$ cat config.mk
export PLATFORM = sky130hd
export DESIGN_NAME = ldm_div
export DESIGN_NICKNAME = d
export VERILOG_FILES = /design/src/hdl/ldm_pkg.sv /design/src/hdl/ldm_div.sv
export SDC_FILE = /design/constraint.sdc
export NUM_CORES = 1
export LEC_CHECK = 0
export BUFFER_PORTS_ARGS = -buffer_cell sky130_fd_sc_hd__buf_4
export CAP_MARGIN = 20
export CORE_MARGIN = 4
export CORE_UTILIZATION = 40
export DETAILED_ROUTE_END_ITERATION = 8
export SYNTH_ARGS = -nofsm -noshare
export SYNTH_HDL_FRONTEND = slang
export SYNTH_SLANG_ARGS = --single-unit
$ cat constraint.sdc
create_clock -name clk -period 29.6 [get_ports clk]
set_input_delay 2.96 -clock clk [delete_from_list [all_inputs] [get_ports clk]]
set_output_delay 2.96 -clock clk [all_outputs]
set_load 0.05 [all_outputs]
$ cat src/hdl/ldm_pkg.sv
`timescale 1ns / 1ps
package ldm_pkg;

  localparam int ImageWidth  = 1024;
  localparam int ImageHeight = 768;
  localparam int MaxPasses   = 100;

  localparam int CoordW = 18;
  localparam int NormW  = 23;
  localparam int NumW   = 44;
  localparam int DenW   = 20;
  localparam int DivSteps = 23;
  localparam int OpaW   = 48;
  localparam int OpbW   = 27;
  localparam int ProdW  = OpaW + OpbW;
  localparam int ErrW   = 40;

  localparam logic [ErrW-1:0] ErrEps = ErrW'(64);

  localparam logic [2:0] RegFocalX = 3'd0;
  localparam logic [2:0] RegFocalY = 3'd1;
  localparam logic [2:0] RegPp     = 3'd2;
  localparam logic [2:0] RegK1     = 3'd3;
  localparam logic [2:0] RegK2     = 3'd4;
  localparam logic [2:0] RegK3     = 3'd5;
  localparam logic [2:0] RegP1     = 3'd6;
  localparam logic [2:0] RegP2     = 3'd7;

  typedef struct packed {
    logic            start;
    logic [NumW-1:0] num;
    logic [DenW-1:0] den;
  } div_req_t;

  typedef struct packed {
    logic             done;
    logic             ovf;
    logic [NormW-1:0] quot;
  } div_rsp_t;

  // round to nearest, ties away from zero
  function automatic logic signed [ProdW-1:0] rshr(input logic signed [ProdW-1:0] p,
                                                   input logic [4:0] sh);
    logic [ProdW-1:0] mag;
    logic [ProdW-1:0] r;
    mag = p[ProdW-1] ? ProdW'(-p) : ProdW'(p);
    r = (mag + (ProdW'(1) << (sh - 5'd1))) >> sh;
    return p[ProdW-1] ? $signed(-r) : $signed(r);
  endfunction

  function automatic logic signed [CoordW-1:0] sat_coord(input logic signed [ProdW-1:0] v);
    if (v < -$signed(ProdW'(131072))) return CoordW'(-131072);
    if (v > $signed(ProdW'(131071))) return CoordW'(131071);
    return CoordW'(v);
  endfunction

endpackage

$ cat src/hdl/ldm_div.sv
`timescale 1ns / 1ps
module ldm_div (
  input  logic              clk,
  input  logic              rst,
  input  ldm_pkg::div_req_t req,
  output ldm_pkg::div_rsp_t rsp
);
  typedef enum logic {S_IDLE, S_RUN} state_t;

  state_t state;
  logic [ldm_pkg::DenW-1:0]  rem;
  logic [ldm_pkg::NormW-1:0] low;
  logic [ldm_pkg::NormW-1:0] quot;
  logic [4:0]                cnt;
  logic                      done;
  logic                      ovf;
  logic [ldm_pkg::DenW:0]    trial;

  assign trial = {rem, low[ldm_pkg::NormW-1]};

  always_ff @(posedge clk) begin
    if (rst) begin
      state <= S_IDLE;
      done  <= 1'b0;
    end else begin
      done <= 1'b0;
      unique case (state)
        S_IDLE: begin
          if (req.start) begin
            // quotient too large for the normalized range: report saturation
            if (req.num[ldm_pkg::NumW-1:ldm_pkg::NormW] >= {1'b0, req.den}) begin
              ovf  <= 1'b1;
              done <= 1'b1;
            end else begin
              ovf   <= 1'b0;
              rem   <= req.num[ldm_pkg::NumW-2:ldm_pkg::NormW];
              low   <= req.num[ldm_pkg::NormW-1:0];
              quot  <= '0;
              cnt   <= 5'(ldm_pkg::DivSteps);
              state <= S_RUN;
            end
          end
        end
        S_RUN: begin
          if (trial >= {1'b0, req.den}) begin
            rem  <= ldm_pkg::DenW'(trial - {1'b0, req.den});
            quot <= {quot[ldm_pkg::NormW-2:0], 1'b1};
          end else begin
            rem  <= trial[ldm_pkg::DenW-1:0];
            quot <= {quot[ldm_pkg::NormW-2:0], 1'b0};
          end
          low <= {low[ldm_pkg::NormW-2:0], 1'b0};
          cnt <= cnt - 5'd1;
          if (cnt == 5'd1) begin
            done  <= 1'b1;
            state <= S_IDLE;
          end
        end
        default: state <= S_IDLE;
      endcase
    end
  end

  assign rsp.done = done;
  assign rsp.ovf  = ovf;
  assign rsp.quot = quot;
endmodule

==> results of run 1 <==
-- worst max-delay path, cell delays in order --
cell                      delay, ps
sky130_fd_sc_hd__buf_4          110
sky130_fd_sc_hd__inv_1          110
sky130_fd_sc_hd__ha_1           260
sky130_fd_sc_hd__nor2b_1        160
sky130_fd_sc_hd__o31ai_1        280
sky130_fd_sc_hd__o21ai_1        140
sky130_fd_sc_hd__o21ai_1        180
sky130_fd_sc_hd__nand3_1        130
sky130_fd_sc_hd__a31oi_4        820
sky130_fd_sc_hd__mux2_2         410
sky130_fd_sc_hd__mux2_2         260
-- routing by layer --
| layer | vias up | share of wire, % | wire length, um |
|---|---|---|---|
| li1 | 1782 | - | - |
| met1 | 1621 | 46 | 4590 |
| met2 | 56 | 48 | 4820 |
| met3 | 7 | 5.2 | 520 |
| met4 | 0 | 1.1 | 110 |
| met5 | - | 0 | 0 |
-- through the flow --
step / hold slack, ps / setup slack (ps) / power, uW / utilization [%] / instances
2_1_floorplan: 506 / 17560 / 203 / - / 437
3_3_place_gp: 531 / 23500 / 224 / 48.4 / 655
3_5_place_dp: 535 / 23440 / 225 / 48.4 / 655
4_1_cts: 551 / 23810 / 340 / 51.0 / 671
5_1_grt: 566 / 23540 / 356 / 51.0 / 671
6_report: 545 / 23840 / 336 / 51.0 / 671
-- state kept, by name (all words and copies together) (netlist names) --
signal	flops
low	23
quot	23
rem	20
cnt	5
done	1
ovf	1
state	1
-- power groups by stage --
stage	clock (uW)	sequential (uW)	combinational, uW
after floorplan	0	145	58.0
after global placement	0	134	89.5
after detailed placement	0	134	90.5
after CTS	117	132	91.0
after global routing	122	133	100
final	114	132	90.0
-- cells by family (layout without fill, tap and decap cells) --
kind of cell	count (synthesis)	after routing	share of synthesized area, %
AND/OR/NAND/NOR	110	110	11.9
AO/OA/AOI/OAI	105	105	14.9
flip-flops	74	74	46.0
buffers and inverters	51	142	4.44
adder cells (fa/ha/maj)	43	43	11.4
multiplexers	38	38	8.56
XOR/XNOR	16	16	2.92
-- layout by cell type (no fill, tap or decap), types with 2 or more instances in the layout --
cell / netlist / routed
sky130_fd_sc_hd__nor2_1: 26 / 26
sky130_fd_sc_hd__a211oi_1: 3 / 3
sky130_fd_sc_hd__nand3_1: 11 / 11
sky130_fd_sc_hd__or2_2: 3 / 3
sky130_fd_sc_hd__a21oi_1: 35 / 35
sky130_fd_sc_hd__nand2_1: 18 / 18
sky130_fd_sc_hd__mux2i_1: 14 / 14
sky130_fd_sc_hd__and2_1: 25 / 25
sky130_fd_sc_hd__clkbuf_16: 0 / 9
sky130_fd_sc_hd__o21ai_0: 10 / 10
sky130_fd_sc_hd__edfxtp_1: 72 / 72
sky130_fd_sc_hd__inv_6: 0 / 3
sky130_fd_sc_hd__nor2b_1: 7 / 7
sky130_fd_sc_hd__buf_4: 3 / 94
sky130_fd_sc_hd__o21a_1: 4 / 4
sky130_fd_sc_hd__nor3_1: 5 / 5
sky130_fd_sc_hd__o21ai_1: 3 / 3
sky130_fd_sc_hd__xnor2_1: 8 / 8
sky130_fd_sc_hd__inv_1: 32 / 32
sky130_fd_sc_hd__nand2b_1: 3 / 3
sky130_fd_sc_hd__ha_1: 42 / 42
sky130_fd_sc_hd__xor2_1: 8 / 8
sky130_fd_sc_hd__and3_1: 2 / 2
sky130_fd_sc_hd__a31oi_1: 10 / 10
sky130_fd_sc_hd__a21o_1: 20 / 20
sky130_fd_sc_hd__clkinvlp_4: 0 / 2
sky130_fd_sc_hd__nand4_1: 4 / 4
sky130_fd_sc_hd__mux2_2: 24 / 24
sky130_fd_sc_hd__a211o_1: 2 / 2
-- final cells by class --
type	count	share of cell area, %
clock buffer	9	3.82
sequential	74	37.3
multi-input combinational	312	40.4
tap	143	3.03
timing repair buffer	94	12.0
clock inverter	7	1.40
inverter	32	2.04
-- worst paths after layout --
kind | start | to | cells past startpoint
hold reg to reg | low[2] | low[3] | 1
hold / removal | low[2] | low[3] | 1
setup reg to reg | rem[0] | rem[2] | 9
setup / recovery | req[1] | rem[2] | 11
==> results.md, run 1 <==
Run status:
- The flow ran to the end, and the final reports show no timing, DRC or antenna violations.

Global routing:
- Across every metal layer, demand over resource in global routing totals 14.9%.
- The wire length of the first global-routing pass is 17.0 mm.
- Entering global routing, the biggest net connects 95 pins.
- The met1 usage in global routing is 19.2%.
- For this run, global-route usage on met2 was measured as 24.4%.
- The initial antenna violation count was 0.
- The remaining global-route overflow is 0.
- The most used routing layer in global routing is met2.
- The number of global-route vias before repair is 3605.
- The global-route track usage on met3 is 4.61%.

Floorplan:
- 92 I/O pins were placed.
- From left edge to right edge, the die measures 117 um.
- The height of the chip is 117 um.
- The initial core utilization is 41.4%.
- The floorplan step defined a die boundary enclosing 13800 um2.
- The region available for standard cell placement spans 11600 um2.
- Row generation in the floorplan step produced 39 rows.

Clock network:
- Clock-pin slew was measured on the worst setup and hold paths at 60 ps.
- The post-CTS setup buffer count is 0.
- The total clock buffers created by CTS is 9.
- In this run the deepest clock path goes through 2 buffers.
- The root buffer cell chosen for the clock tree is sky130_fd_sc_hd__clkbuf_16.
- The insertion delay to the later sink of the worst-skew pair is 330 ps.
- CTS built an H-tree with a depth of 3.
- The number of gates resized after CTS is 0.
- The CTS tree is done.
- Counting every sink on the clock net gives 74.
- The hold-fix buffer count after cts is 0.

Yosys:
- The top cell type by total area after synthesis is sky130_fd_sc_hd__edfxtp_1.
- The cell area that synthesis handed to floorplanning was 4790 um2.
- The share of synthesized area in the top cell type comes to 45.1%.
- In the synthesized netlist the dominant register cell turns out to be sky130_fd_sc_hd__edfxtp_1.
- The cell with the most instances after synthesis is sky130_fd_sc_hd__edfxtp_1.
- The mean instance size in the synthesized netlist is 11.0 um2.
- The number of distinct library cells after synthesis is 56.
- The number of enable flip-flop cells after synthesis is 72.
- The total number of yosys warnings is 0.
- The sequential area share after synthesis is 46.0%.
- The fraction of synthesis flops using an asynchronous set or reset pin is 0%.
- Synthesis handed over a netlist of 437 instances.
- After synthesis the netlist holds a flip-flop and latch count of 74.
- Ranked by total cell area, the synthesized netlist is headed by sky130_fd_sc_hd__edfxtp_1 (45%), sky130_fd_sc_hd__ha_1 (11%), sky130_fd_sc_hd__mux2_2 (5.6%).
- Synthesis produced a netlist with a net count of 547.
- By count the netlist is led by sky130_fd_sc_hd__edfxtp_1 (72), sky130_fd_sc_hd__ha_1 (42), sky130_fd_sc_hd__a21oi_1 (35).

Cells and area:
- The number of antenna diodes in the final layout is 0.
- The net count of the finished layout is 633.
- Compared with the post-synthesis result, the final layout area differs by 23.1%.
- The area used by multi-input combinational logic is 2380 um2.
- Registers take 2200 um2.
- Cells with a size suffix above 1 make up 27.5% of the layout.
- Summing all non-filler instances in the final layout gives an area of 5900 um2.
- The number of inserted filler cells in the final layout is 1025.

Critical path:
- The data arrival at the endpoint of the critical path is 5840 ps.
- The setup check on the worst reg-to-reg path leaves a slack of 26210 ps.
- The worst setup path is of the input port to flip-flop kind.
- The startpoint class of the critical path is an input port.
- The data required time of the worst path is 29680 ps.
- The endpoint type of the worst setup path is a flip-flop.
- Along the worst path, the maximum fanout reaches 25.

Power and ir drop:
- Of the total power, combinational logic draws 26.8%.
- Sequential cells account for 39.3% of the total power.
- The largest voltage drop on the vdd net is 0.0000364 V.
- The relative contribution of the clock network to total power is 33.9%.
- Of the total power, the share spent switching nets is 30.4%.
- Cell internal power was estimated by the tool at 234 uW.
- Summed over all nets, the switching power comes to 102 uW.
- Summed over all cells, the static leakage comes to 0.00253 uW.
- Dividing total power by cell area gives a power density of 56.9 nW/um2.

STA:
- The final-report setup violation count is 0.
- For the final routed database, the setup TNS stands at 0 ps.
- The relative slew slack is 35.2%.
- The hold violation count in the final report is 0.
- The number of max-slew violations in the final report is 0.
- The fraction of the cycle the final worst path needs is 19.4%.
- For the final database, setup skew stands at 9.84 ps.
- The transition time at the pin with the least slew margin is 973 ps.
- Setup repair after global routing left no endpoint under its margin.
- Subtracting the final worst setup slack from the clock period gives 5760 ps.
- The maximum clock frequency is 174 MHz.

Job:
- Max-cap violations in this run came to 0.

Min path:
- In this run the worst hold path is classified as flip-flop to flip-flop.

Drt:
- The total number of vias is 3466.
- Before antenna repair, the detailed router went through 4 iterations.
- The routed design has 10.0 mm of wire.
- In this run, the number of DRC markers left after iteration 0 of detailed routing was 162.
- The via density per instance is 5.17.
- The detail route stage leaves a number of antenna-violating nets equal to 0.
- In the routed design, unresolved DRC markers number 0.
- The average wire per standard cell is 15.0 um.

Place:
- Once placement finished, the instance area stood at 5590 um2.
- Routability-driven placement finished with a final weighted congestion of 0.848.
- The number of buffer cells added on primary ports is 91.
- Once detailed placement completed, the half-perimeter wirelength came to 7.32 mm.
(Power assumes the default switching activity.)
==> run 2, diff against run 1 <==
--- a/config.mk
+++ b/config.mk
@@ -5,6 +5,7 @@
 export SDC_FILE = /design/constraint.sdc
 export NUM_CORES = 1
 export LEC_CHECK = 0
+export ABC_AREA = 1
 export BUFFER_PORTS_ARGS = -buffer_cell sky130_fd_sc_hd__buf_4
 export CAP_MARGIN = 20
 export CORE_MARGIN = 4
==> constraint.sdc (replaced) <==
create_clock -name clk -period 5 [get_ports clk]
set_input_delay 0.5 -clock clk [delete_from_list [all_inputs] [get_ports clk]]
set_output_delay 0.5 -clock clk [all_outputs]
set_load 0.05 [all_outputs]
==> run 2 against run 1 <==
  * Clock skew up 1.7 ps
  * Final cell count up 44%
  * Global-route usage up 2.9 points
  * Via count up 33%
  * Non-clock buffer count unchanged
  * Largest cell class unchanged
  * Largest power group unchanged
  * Highest routed layer unchanged
==> results.md, run 2 <==
Critical path:
- The data required time of the worst path is 5080 ps.
- The data arrival at the endpoint of the critical path is 2790 ps.
- On the critical path, the stage with the largest delay is an instance of sky130_fd_sc_hd__nor2_4.
- The startpoint class of the critical path is a flip-flop.
- The critical path's most frequent cell is sky130_fd_sc_hd__nand2_1.
- The largest single stage delay on the critical path is 440 ps.
- The endpoint type of the worst setup path is a flip-flop.
- Broken down by cell family, the worst path's largest delay share belongs to simple AND/OR/NAND/NOR gates.
- The count of buffer and inverter cells on the critical path is 0.
- Setup slack on the worst reg-to-reg path comes out at 2300 ps.
- By startpoint and endpoint, the worst setup path is classified as flip-flop to flip-flop.
- The critical path goes through ha_1, a21oi_1, o21a_1, nand2_2, nor2_4, nand2_4, nand2_2, nand2_1, nand2_1, nand2_1.
- In this run the worst path has a maximum fanout of 21.

Yosys:
- The number of enable flip-flop cells after synthesis is 72.
- The synthesized design spends more area on one cell type than any other, namely sky130_fd_sc_hd__edfxtp_1.
- The top-area cell type share of the netlist area is 40.7%.
- The netlist area before placement is 5320 um2.
- The sequential area share after synthesis is 41.4%.
- In the post-synthesis netlist, the biggest area contributors are sky130_fd_sc_hd__edfxtp_1 (41%), sky130_fd_sc_hd__nand2_1 (21%), sky130_fd_sc_hd__ha_1 (9.9%).
- For this run, the number of Yosys warnings is 0.
- The gate count of the mapped netlist is 704.
- In the post-synthesis netlist, the cell with the most instances is sky130_fd_sc_hd__nand2_1.
- For this run, asynchronously set or reset flops after synthesis account for 0%.
- The mean instance size in the synthesized netlist is 7.55 um2.
- The most used flip-flop cell after synthesis is sky130_fd_sc_hd__edfxtp_1.
- The number of nets in the synthesized netlist is 814.
- The register bit total from synthesis is 74.
- The synthesized netlist contains 35 unique library cells.
- In the synthesized netlist, the cells that appear most often are sky130_fd_sc_hd__nand2_1 (294), sky130_fd_sc_hd__inv_1 (110), sky130_fd_sc_hd__edfxtp_1 (72).

Cells and area:
- The register area is 2200 um2.
- The number of diodes is 0.
- Summing all multi-input logic gate instances after layout gives 2600 um2.
- The final layout net count is 900.
- The most common cell after layout, fill and taps aside is sky130_fd_sc_hd__nand2_1.
- The share of final-layout standard cells stronger than drive strength 1 is 17.0%.
- The area added between synthesis and finish is 21.1%.
- The largest registers in the layout are low (23), quot (23), rem (20).
- In the layout the commonest cells are sky130_fd_sc_hd__nand2_1 (294), sky130_fd_sc_hd__inv_1 (110), sky130_fd_sc_hd__buf_4 (93).
- After filler insertion, the fill cell instance count of the layout stands at 1318.

Place:
- Input and output buffers added on the ports amount to 91.
- The worst-case setup slack after placement is 1960 ps.
- After legalization and detailed placement, the total HPWL measured 9.70 mm.
- At the end of routability-driven placement, the weighted congestion stood at 0.894.

Power and ir drop:
- The share of total power dissipated in sequential elements is 41.2%.
- The relative contribution of the clock network to total power is 35.4%.
- The design draws 1790 uW.
- The switching power of the nets is 564 uW.
- The analysis attributes to cell leakage a power of 0.00333 uW.
- Of the total power, combinational logic draws 23.3%.
- The ratio of total power to cell area is 278 nW/um2.
- IR analysis of the VDD net gives a maximum drop of 0.000179 V.
- The internal power of the cells totals 1220 uW.
- The net switching share of the total power is 31.5%.

Job:
- Across the run, the number of max-cap violations was 0.

Floorplan:
- The cell row count is 41.
- The floorplan core area is 12800 um2.
- The height of the chip is 123 um.
- The die area is 15200 um2.
- The initial utilization of the core area, before any placement, comes to 41.5%.
- The top-level I/O count is 92.
- In this run the horizontal extent of the chip is 123 um.

STA:
- Setup repair after global routing left no endpoint under its margin.
- The relative slew slack is 49.4%.
- Between clock sinks in the finished design, the worst skew comes to 11.5 ps.
- The worst path in the final design needs a cycle of 2700 ps, including I/O delays and setup.
- At the pin with the least slew margin, the transition time is 758 ps.
- The final-report setup violation count is 0.
- The number of max-slew violations in the final report is 0.
- Timing would allow up to 370 MHz.
- The final worst setup slack is 2300 ps.
- The worst path uses 54.1% of the clock period.
- The total negative setup slack is 0 ps.
- The hold violation count in the final report is 0.

Clock network:
- For this design, the sink count on the clock tree is 74.
- The total clock buffers created by CTS is 9.
- The CTS tree is done.
- The clock passes through at most 2 buffers.
- Clock-pin slew was measured on the worst setup and hold paths at 70 ps.
- After clock tree synthesis, the setup repair step added 0 buffers.
- After clock tree synthesis, the repair step resized 0 gates.
- The later pin in the worst-skew pair is clocked with a latency of 330 ps.
- The tree is rooted in a sky130_fd_sc_hd__clkbuf_16.
- The total number of H-tree levels is 3.
- The hold-fix buffer count after cts is 0.

Drt:
- In this run, the number of DRC markers left after iteration 0 of detailed routing was 201.
- The average wire per standard cell is 13.5 um.
- The routed layout has 4602 vias.
- In the routed design, unresolved DRC markers number 0.
- The post-detailed-route count of antenna-violating nets is 0.
- The final layout contains routed wiring with a total length of 13.0 mm.
- The length of the first detailed-routing pass in iterations is 5.
- The via density per instance is 4.76.

Run status:
- The run finished with clean final reports.

Global routing:
- The number of global-route vias before repair is 4559.
- Global routing finished with a remaining overflow of 0.
- The wire length of the first global-routing pass is 21.3 mm.
- The largest net degree at the start of global routing is 72.
- The aggregate global-route resource usage is 17.8%.
- The initial antenna violation count is 0.

Min path:
- The tightest min-delay check is of the input port to flip-flop type.
-- run 2: power by group through the flow --
stage | logic (uW) | registers [uW] | clock network [uW]
6_report | 417 | 737 | 634
4_1_cts | 421 | 737 | 647
2_1_floorplan | 265 | 777 | 0
5_1_grt | 475 | 740 | 671
3_3_place_gp | 414 | 750 | 0
3_5_place_dp | 419 | 750 | 0
-- run 2: path summary, 6_finish.rpt --
kind | startpoint | end | cells past startpoint
setup / recovery | rem[17] | rem[18] | 10
hold / removal | rst | state | 2
setup reg to reg | rem[17] | rem[18] | 10
hold reg to reg | low[21] | low[22] | 2
-- run 2: final cells by class --
type                       count  area share (%)
inverter                     111            6.47
tap                          172            3.34
clock inverter                 7           0.894
timing repair buffer          94            11.2
sequential                    74            34.2
multi-input combinational    500            40.4
clock buffer                   9            3.50
-- run 2: cell families after synthesis --
kind of cell	synth area share, %
and+or+nand+nor	33.3
buffers and inverters	9.81
DFF	41.4
adders and majority gates	10.3
AOI/OAI and AO/OA	3.55
xor gates and xnor gates	1.65
-- run 2: through the flow --
step | utilization, % | cells | cell area (um2) | hold WS (ps)
global placement | 48.0 | 951 | 6160 | 504
CTS | 50.2 | 967 | 6440 | 365
floorplan | - | 704 | 5320 | 494
detailed placement | 48.0 | 951 | 6160 | 504
global route | 50.2 | 967 | 6440 | 376
finish | 50.2 | 967 | 6440 | 370
-- run 2: per-layer routing --
| layer | wire (um) | track usage (%) | vias up |
|---|---|---|---|
| met5 | 0 | 0 | - |
| met4 | 186 | 5.12 | 0 |
| met3 | 771 | 3.43 | 16 |
| met2 | 6260 | 30.0 | 118 |
| met1 | 5790 | 23.3 | 2071 |
| li1 | - | - | 2397 |
